===== src/sv/esc_pkg.sv =====
// Shared types, constants and the control program for the epoch seconds to
// calendar converter. Used by epoch_seconds_to_calendar_core; depends on nothing.
package esc_pkg;

	localparam logic [16:0] ZONE_RESET = 17'd28800;
	localparam logic [11:0] EPOCH_YEAR = 12'd1970;
	localparam logic [3:0]  LAST_MONTH = 4'd11;

	typedef enum logic [3:0] {
		OP_WAIT  = 4'd0,
		OP_DIV   = 4'd1,
		OP_REM   = 4'd2,
		OP_YEAR  = 4'd3,
		OP_MONTH = 4'd4,
		OP_OUT   = 4'd5
	} op_t;

	typedef enum logic [1:0] {
		DV_DAY  = 2'd0,
		DV_HOUR = 2'd1,
		DV_MIN  = 2'd2,
		DV_WEEK = 2'd3
	} div_sel_t;

	// One control word: the operation, the divisor used by a divide or remainder
	// step, and the branch target taken while the operation's loop condition
	// holds. A word marked last falls back to 0.
	typedef struct packed {
		op_t      op;
		div_sel_t dsel;
		logic [3:0] tgt;
		logic     last;
	} uword_t;

	function automatic uword_t ucode(input logic [3:0] pc);
		uword_t w;
		w = '{op: OP_WAIT, dsel: DV_DAY, tgt: 4'd0, last: 1'b0};
		case (pc)
			4'd0:  w = '{op: OP_WAIT,  dsel: DV_DAY,  tgt: 4'd0,  last: 1'b0};
			4'd1:  w = '{op: OP_DIV,   dsel: DV_DAY,  tgt: 4'd1,  last: 1'b0};
			4'd2:  w = '{op: OP_REM,   dsel: DV_DAY,  tgt: 4'd2,  last: 1'b0};
			4'd3:  w = '{op: OP_DIV,   dsel: DV_HOUR, tgt: 4'd3,  last: 1'b0};
			4'd4:  w = '{op: OP_REM,   dsel: DV_HOUR, tgt: 4'd4,  last: 1'b0};
			4'd5:  w = '{op: OP_DIV,   dsel: DV_MIN,  tgt: 4'd5,  last: 1'b0};
			4'd6:  w = '{op: OP_REM,   dsel: DV_MIN,  tgt: 4'd6,  last: 1'b0};
			4'd7:  w = '{op: OP_DIV,   dsel: DV_WEEK, tgt: 4'd7,  last: 1'b0};
			4'd8:  w = '{op: OP_REM,   dsel: DV_WEEK, tgt: 4'd8,  last: 1'b0};
			4'd9:  w = '{op: OP_YEAR,  dsel: DV_DAY,  tgt: 4'd9,  last: 1'b0};
			4'd10: w = '{op: OP_MONTH, dsel: DV_DAY,  tgt: 4'd10, last: 1'b0};
			4'd11: w = '{op: OP_OUT,   dsel: DV_DAY,  tgt: 4'd11, last: 1'b1};
			default: w = '{op: OP_WAIT, dsel: DV_DAY, tgt: 4'd0, last: 1'b1};
		endcase
		return w;
	endfunction

	function automatic logic [16:0] div_value(input div_sel_t sel);
		logic [16:0] d;
		case (sel)
			DV_DAY:  d = 17'd86400;
			DV_HOUR: d = 17'd3600;
			DV_MIN:  d = 17'd60;
			DV_WEEK: d = 17'd7;
			default: d = 17'd86400;
		endcase
		return d;
	endfunction

	// Reciprocals rounded up so that one multiply and a fixed shift give the exact
	// quotient over each operand's range: 86400 is taken as a shift by 7 and 675,
	// 3600 as a shift by 4 and 225, 60 as a shift by 2 and 15.
	function automatic logic [25:0] div_recip(input div_sel_t sel);
		logic [25:0] r;
		case (sel)
			DV_DAY:  r = 26'd50903317; // 2^35 / 675
			DV_HOUR: r = 26'd9321;     // 2^21 / 225
			DV_MIN:  r = 26'd1093;     // 2^14 / 15
			DV_WEEK: r = 26'd74899;    // 2^19 / 7
			default: r = 26'd50903317;
		endcase
		return r;
	endfunction

	// Years reachable from a 32-bit count run from 1970 to 2106, where 2100 is
	// the only multiple of four that is not a leap year.
	function automatic logic is_leap(input logic [11:0] year);
		return (year[1:0] == 2'd0) && (year != 12'd2100);
	endfunction

	function automatic logic [4:0] month_len(input logic [3:0] m, input logic leap);
		logic [4:0] n;
		case (m)
			4'd0:  n = 5'd31;
			4'd1:  n = leap ? 5'd29 : 5'd28;
			4'd2:  n = 5'd31;
			4'd3:  n = 5'd30;
			4'd4:  n = 5'd31;
			4'd5:  n = 5'd30;
			4'd6:  n = 5'd31;
			4'd7:  n = 5'd31;
			4'd8:  n = 5'd30;
			4'd9:  n = 5'd31;
			4'd10: n = 5'd30;
			4'd11: n = 5'd31;
			default: n = 5'd31;
		endcase
		return n;
	endfunction

endpackage


===== src/sv/epoch_seconds_to_calendar_core.sv =====
// Converts a Unix timestamp plus a time-zone offset into a civil date and time.
// Depends on esc_pkg for the control program, divisor constants and calendar tables.
// From input accept to out_valid, eight multiply steps split the count, then the year
// and month subtract loops run. One item at a time: a new one is taken only once the
// sequencer is back in its wait step, later while an earlier result waits. Reset
// clears the sequencer and valid, offset 28800.
module epoch_seconds_to_calendar_core (
	input  logic        clk,
	input  logic        arst_n,
	input  logic        cfg_we,
	input  logic [16:0] cfg_wdata,
	input  logic        in_valid,
	output logic        in_ready,
	input  logic [31:0] unix_seconds,
	output logic        out_valid,
	input  logic        out_ready,
	output logic [11:0] cal_year,
	output logic [3:0]  cal_month,
	output logic [4:0]  cal_day,
	output logic [4:0]  cal_hour,
	output logic [5:0]  cal_minute,
	output logic [5:0]  cal_second,
	output logic [2:0]  weekday
);

	logic [16:0] zone_q;
	logic [3:0]  pc_q;
	logic [31:0] num_q;
	logic [15:0] quo_q;
	logic [15:0] days_q;
	logic [11:0] year_q;
	logic [3:0]  mon_q;
	logic        leap_q;
	logic [4:0]  hour_q;
	logic [5:0]  min_q;
	logic [5:0]  sec_q;
	logic [2:0]  wday_q;
	logic        out_valid_q;
	logic [11:0] o_year_q;
	logic [3:0]  o_month_q;
	logic [4:0]  o_day_q;
	logic [4:0]  o_hour_q;
	logic [5:0]  o_min_q;
	logic [5:0]  o_sec_q;
	logic [2:0]  o_wday_q;

	esc_pkg::uword_t uw;
	logic [31:0] ts;
	logic [16:0] dvs;
	logic [15:0] wk_base;
	logic [31:0] dv_num;
	logic [25:0] mul_a;
	logic [25:0] mul_b;
	logic [51:0] prod;
	logic [15:0] quo_next;
	logic [31:0] rem_next;
	logic [8:0]  ylen;
	logic        ydone;
	logic [4:0]  mlen;
	logic        mdone;
	logic        out_stall;
	logic        take;
	logic [3:0]  pc_inc;

	assign uw = esc_pkg::ucode(pc_q);
	assign ts = unix_seconds + {{15{zone_q[16]}}, zone_q};

	assign dvs     = esc_pkg::div_value(uw.dsel);
	assign wk_base = days_q + 16'd3;
	assign dv_num  = (uw.dsel == esc_pkg::DV_WEEK) ? {16'd0, wk_base} : num_q;

	// A divide step multiplies the pre-shifted operand by a scaled reciprocal; a
	// remainder step reuses the multiplier for quotient times divisor.
	always_comb begin
		if (uw.op == esc_pkg::OP_REM) begin
			mul_a = {10'd0, quo_q};
			mul_b = {9'd0, dvs};
		end else begin
			case (uw.dsel)
				esc_pkg::DV_DAY:  mul_a = {1'b0, dv_num[31:7]};
				esc_pkg::DV_HOUR: mul_a = {13'd0, dv_num[16:4]};
				esc_pkg::DV_MIN:  mul_a = {16'd0, dv_num[11:2]};
				esc_pkg::DV_WEEK: mul_a = {10'd0, dv_num[15:0]};
				default:          mul_a = {1'b0, dv_num[31:7]};
			endcase
			mul_b = esc_pkg::div_recip(uw.dsel);
		end
	end

	assign prod = {26'd0, mul_a} * {26'd0, mul_b};

	always_comb begin
		case (uw.dsel)
			esc_pkg::DV_DAY:  quo_next = prod[50:35];
			esc_pkg::DV_HOUR: quo_next = prod[36:21];
			esc_pkg::DV_MIN:  quo_next = prod[29:14];
			esc_pkg::DV_WEEK: quo_next = prod[34:19];
			default:          quo_next = prod[50:35];
		endcase
	end

	assign rem_next = dv_num - prod[31:0];

	assign ylen    = esc_pkg::is_leap(year_q) ? 9'd366 : 9'd365;
	assign ydone   = days_q < {7'd0, ylen};
	assign mlen    = esc_pkg::month_len(mon_q, leap_q);
	assign mdone   = (mon_q == esc_pkg::LAST_MONTH) || (days_q < {11'd0, mlen});
	assign out_stall = out_valid_q && !out_ready;

	always_comb begin
		case (uw.op)
			esc_pkg::OP_WAIT:  take = !in_valid;
			esc_pkg::OP_YEAR:  take = !ydone;
			esc_pkg::OP_MONTH: take = !mdone;
			esc_pkg::OP_OUT:   take = out_stall;
			default:           take = 1'b0;
		endcase
	end

	assign pc_inc   = uw.last ? 4'd0 : pc_q + 4'd1;
	assign in_ready = uw.op == esc_pkg::OP_WAIT;

	always_ff @(posedge clk or negedge arst_n) begin
		if (!arst_n) begin
			zone_q      <= esc_pkg::ZONE_RESET;
			pc_q        <= 4'd0;
			out_valid_q <= 1'b0;
		end else begin
			if (cfg_we) begin
				zone_q <= cfg_wdata;
			end
			pc_q <= take ? uw.tgt : pc_inc;
			if (uw.op == esc_pkg::OP_OUT && !out_stall) begin
				out_valid_q <= 1'b1;
			end else if (out_ready) begin
				out_valid_q <= 1'b0;
			end
		end
	end

	always_ff @(posedge clk) begin
		case (uw.op)
			esc_pkg::OP_WAIT: begin
				num_q  <= ts;
				year_q <= esc_pkg::EPOCH_YEAR;
			end
			esc_pkg::OP_DIV: begin
				quo_q <= quo_next;
			end
			esc_pkg::OP_REM: begin
				num_q <= rem_next;
				case (uw.dsel)
					esc_pkg::DV_DAY:  days_q <= quo_q;
					esc_pkg::DV_HOUR: hour_q <= quo_q[4:0];
					esc_pkg::DV_MIN: begin
						min_q <= quo_q[5:0];
						sec_q <= rem_next[5:0];
					end
					esc_pkg::DV_WEEK: wday_q <= rem_next[2:0] + 3'd1;
					default: begin
					end
				endcase
			end
			esc_pkg::OP_YEAR: begin
				if (ydone) begin
					leap_q <= esc_pkg::is_leap(year_q);
					mon_q  <= 4'd0;
				end else begin
					days_q <= days_q - {7'd0, ylen};
					year_q <= year_q + 12'd1;
				end
			end
			esc_pkg::OP_MONTH: begin
				if (!mdone) begin
					days_q <= days_q - {11'd0, mlen};
					mon_q  <= mon_q + 4'd1;
				end
			end
			esc_pkg::OP_OUT: begin
				if (!out_stall) begin
					o_year_q  <= year_q;
					o_month_q <= mon_q + 4'd1;
					o_day_q   <= days_q[4:0] + 5'd1;
					o_hour_q  <= hour_q;
					o_min_q   <= min_q;
					o_sec_q   <= sec_q;
					o_wday_q  <= wday_q;
				end
			end
			default: begin
			end
		endcase
	end

	assign out_valid  = out_valid_q;
	assign cal_year   = o_year_q;
	assign cal_month  = o_month_q;
	assign cal_day    = o_day_q;
	assign cal_hour   = o_hour_q;
	assign cal_minute = o_min_q;
	assign cal_second = o_sec_q;
	assign weekday    = o_wday_q;

	// Every remainder step leaves less than the divisor in use.
	a_rem_bound: assert property (@(posedge clk) disable iff (!arst_n)
		(uw.op == esc_pkg::OP_REM) |-> (rem_next < {15'd0, dvs}))
		else $error("divider remainder out of range");

	// After the year loop fewer days than one year are left.
	a_days_bound: assert property (@(posedge clk) disable iff (!arst_n)
		(uw.op == esc_pkg::OP_MONTH) |-> (days_q < 16'd366))
		else $error("day count above one year in month loop");

	// An accepted item keeps the sequencer busy on the next cycle.
	a_busy: assert property (@(posedge clk) disable iff (!arst_n)
		(in_valid && in_ready) |=> !in_ready)
		else $error("input taken while busy");

	// A delivered result has a valid month and day of week.
	a_out_range: assert property (@(posedge clk) disable iff (!arst_n)
		out_valid_q |-> (o_month_q >= 4'd1 && o_month_q <= 4'd12
			&& o_wday_q >= 3'd1 && o_wday_q <= 3'd7))
		else $error("result fields out of range");

endmodule


===== config.mk =====
export PLATFORM = sky130hd
export DESIGN_NAME = epoch_seconds_to_calendar_core
export DESIGN_NICKNAME = d
export VERILOG_FILES = /design/src/sv/esc_pkg.sv /design/src/sv/epoch_seconds_to_calendar_core.sv
export SDC_FILE = /design/constraint.sdc
export NUM_CORES = 2
export LEC_CHECK = 0
export ABC_AREA = 1
export BUFFER_PORTS_ARGS = -buffer_cell sky130_fd_sc_hd__buf_2
export CAP_MARGIN = 5
export CORE_MARGIN = 2
export CORE_UTILIZATION = 70
export CTS_BUF_LIST = sky130_fd_sc_hd__clkbuf_8
export DETAILED_ROUTE_END_ITERATION = 12
export PLACE_DENSITY = 0.95
export SKIP_CTS_REPAIR_TIMING = 1
export SYNTH_ARGS = -nofsm -noshare
export SYNTH_HDL_FRONTEND = slang
export SYNTH_SLANG_ARGS = --single-unit

===== constraint.sdc =====
create_clock -name clk -period 22.7 [get_ports clk]
set_clock_uncertainty 0.15 [all_clocks]
set_input_delay 2.27 -clock clk [delete_from_list [all_inputs] [get_ports clk]]
set_output_delay 2.27 -clock clk [all_outputs]
set_load 0.005 [all_outputs]

==> results.json <==
{
  "average_wire_per_cell_in_the_routed_design_um": 21.7,
  "timing.critical_path.arrival_ns": 11.95,
  "post_route_cells_drive_above_1_share": 0.0730,
  "detailed_routing_iterations_pass_1": 6,
  "ant_nets": 0,
  "cts_root_buf": "sky130_fd_sc_hd__clkbuf_8",
  "wire_length_of_the_first_global_routing_pass_um": 155000,
  "grt_util_all_layers": 0.452,
  "ys_warn_count": 0,
  "globalplace.congestion": 1.06,
  "yosys_most_used_dff": "sky130_fd_sc_hd__edfxtp_1",
  "drc": 0,
  "placement_rows": 76,
  "port_buffers": 96,
  "netlist_area_um2": 30800,
  "worst_slack_ns": 10.85,
  "cts_made_buffers": 17,
  "final_net_count": 4825,
  "number_of_synthesized_flops_with_an_enable_pin": 142,
  "via_count": 28073,
  "clock_path_buffers": 2,
  "core-area_um2": 43300,
  "clock_sink_count": 164,
  "antenna_found_initial": 2,
  "slew_headroom": 0.256,
  "cap_viol_max_count": 0,
  "multi_input_gate_area_in_the_final_layout_um2": 22100,
  "slowest_delay_ns": 0.71,
  "n_fill_cell": 3257,
  "worstMarginPinSlew_ns": 1.11,
  "final_util": 0.745,
  "critical_path.startpoint_type": "flop",
  "fp.dieArea_um2": 45700,
  "worst_setup_path_class": "reg2reg",
  "finalHoldViolCount": 0,
  "hpwlAfterDp_um": 83700,
  "via_per_inst": 6.07,
  "maximum_number_of_pins_on_one_net_before_global_route_repair": 65,
  "clk_pin_slew_worst_paths_ns": 0.10,
  "drt_iter0_drc": 3674,
  "kind_of_path_behind_the_tightest_hold_check": "reg2reg",
  "max_clock_freq_mhz": 84.4,
  "synth_cell_types": 63,
  "floorplan.io_pins": 97,
  "area_used_by_sequential_logic_in_the_layout_um2": 4820,
  "clk_latency_ns": 0.49,
  "wirelength_um": 100000,
  "max_h_tree_level": 4,
  "timing.critical_path.to_type": "flop",
  "worst_setup_timing_slack_at_the_placement_stage_ns": 11.25,
  "tritoncts": "done",
  "place_area_um2": 31800,
  "final.period_utilization": 0.522,
  "first_global_vias": 27784,
  "synth_to_final_area_change_pct": 4.57,
  "status": "finished clean",
  "rsz0062_at_grt": "false",
  "dieHeight_um": 214,
  "fin_setup_tns_ns": 0,
  "report.final.slew_viol_count": 0,
  "cp_max_fo": 61,
  "grt_overflow": 0,
  "cp.required_ns": 22.80,
  "synth_sequential_area_ratio": 0.156,
  "cp_slowest_cell": "sky130_fd_sc_hd__clkinv_1",
  "timing.final.crit_period_ns": 11.85,
  "critical_path.most_common_cell": "sky130_fd_sc_hd__inv_1",
  "post_synth.cell_area_avg_um2": 7.81,
  "final_area_um2": 32200,
  "netlist_instances": 3945,
  "die_width_um": 214,
  "synth_async_sr_flop_share": 0.134,
  "initial_utilization": 0.712,
  "final_count_of_negative_setup_slack_endpoints": 0,
  "yosys_reg_bits": 164
}
[stage by stage]
stage | std cells | hold slack (ns)
after floorplan | 3970 | 0.250
after global routing | 4624 | 0.282
after CTS | 4624 | 0.278
final | 4625 | 0.276
after global placement | 4592 | 0.250
after detailed placement | 4592 | 0.255
[kinds of logic (layout without fill, tap and decap cells)]
group,Yosys count,after routing,synth area share
adders and majority gates,745,745,0.401
muxes,16,16,0.00585
DFF,164,164,0.156
xor gates and xnor gates,43,43,0.0122
other,2,28,0.000244
AOI/OAI and AO/OA,405,405,0.0752
and+or+nand+nor,1555,1555,0.221
buffers and inverters,1015,1084,0.129
[sequential cells by signal, summed over array words and instances (netlist names)]
name        flops
pc_q            4
cal_month       4
cal_second      6
cal_year       12
hour_q          5
min_q           6
cal_minute      6
out_valid       1
mon_q           4
year_q         12
weekday         3
zone_q         17
sec_q           6
cal_hour        5
cal_day         5
leap_q          1
num_q          32
quo_q          16
wday_q          3
days_q         16
[layout by cell type, fill, tap and decap left out, types with 18 or more instances in the layout]
cell type | netlist | layout
sky130_fd_sc_hd__nand3_1 | 276 | 276
sky130_fd_sc_hd__o21ai_0 | 133 | 133
sky130_fd_sc_hd__nor3_1 | 34 | 33
sky130_fd_sc_hd__ha_1 | 342 | 341
sky130_fd_sc_hd__nor2_1 | 336 | 335
sky130_fd_sc_hd__conb_1 | 2 | 27
sky130_fd_sc_hd__inv_1 | 911 | 912
sky130_fd_sc_hd__buf_2 | 32 | 96
sky130_fd_sc_hd__inv_2 | 26 | 26
sky130_fd_sc_hd__or2_2 | 19 | 19
sky130_fd_sc_hd__a21o_1 | 19 | 19
sky130_fd_sc_hd__nand2_2 | 27 | 27
sky130_fd_sc_hd__nand2_1 | 745 | 745
sky130_fd_sc_hd__fa_1 | 403 | 403
sky130_fd_sc_hd__a21oi_1 | 176 | 176
sky130_fd_sc_hd__dfrtp_1 | 18 | 18
sky130_fd_sc_hd__nand4_1 | 46 | 46
sky130_fd_sc_hd__edfxtp_1 | 142 | 142
sky130_fd_sc_hd__xor2_1 | 26 | 26
[critical path, delay by kind of cell (launching register included)]
family | cells | cell delay [ns]
adder cells (fa/ha/maj) | 11 | 4.62
XOR/XNOR | 1 | 0.36
AND/OR/NAND/NOR | 13 | 2.46
AO/OA/AOI/OAI | 6 | 1.41
buffers and inverters | 12 | 2.14
flip-flops | 1 | 0.47
[routing by layer]
metal	GRT usage	vias up	wire length, µm	part of all wire
met3	0.125	500	12800	0.13
met2	0.677	2048	42900	0.43
met1	0.585	13085	37100	0.37
met4	0.279	2	7690	0.076
met5	0	-	10	0.00010
li1	-	12438	-	-
[cells in the mapped netlist (all sizes together), types with 3 or more instances]
master | number | area (µm²)
nand2 | 778 | 3050
fa | 403 | 8070
or2 | 23 | 144
clkbuf | 15 | 56.3
nor4 | 5 | 31.3
buf | 58 | 367
a31oi | 8 | 50.1
o311ai | 4 | 35.0
dfrtp | 18 | 450
o21bai | 10 | 75.1
nor2 | 356 | 1420
nand3b | 15 | 113
dfstp | 4 | 105
xnor2 | 17 | 149
nand3 | 286 | 1490
a21boi | 7 | 63.8
ha | 342 | 4280
a21o | 19 | 143
inv | 939 | 3530
o21a | 10 | 75.1
o21ai | 148 | 774
o22ai | 5 | 43.8
and3 | 5 | 31.3
clkinv | 3 | 11.3
nor3 | 36 | 190
a21oi | 180 | 938
edfxtp | 142 | 4260
nand4 | 48 | 313
o211ai | 8 | 70.1
xor2 | 26 | 228
mux2 | 16 | 180
[cell type report]
| cell class | instances | area share |
|---|---|---|
| sequential | 164 | 0.150 |
| antenna | 1 | 0.0000776 |
| clock buffer | 17 | 0.00726 |
| multi-input combinational | 2791 | 0.687 |
| timing repair buffer | 110 | 0.0182 |
| clock inverter | 15 | 0.00501 |
| inverter | 942 | 0.110 |
| tap | 585 | 0.0227 |
[worst paths after layout]
check	to	depth (start not counted)	from	slack [ns]
max in group asynchronous	zone_q[14]$_DFFE_PN1P_	1	arst_n	20.42
hold reg to reg	cal_second[3]$_DFFE_PP_	0	sec_q[3]$_DFFE_PP_	0.28
setup / recovery	num_q[28]$_DFFE_PP_	43	pc_q[1]$_DFFE_PN0P_	10.85
hold / removal	cal_second[3]$_DFFE_PP_	0	sec_q[3]$_DFFE_PP_	0.28
setup reg to reg	num_q[28]$_DFFE_PP_	43	pc_q[1]$_DFFE_PN0P_	10.85
min in group asynchronous	zone_q[10]$_DFFE_PN0P_	1	arst_n	1.61
Power is not shown: default switching activity piles up to over one toggle a cycle in this logic, so the estimate is an artifact.
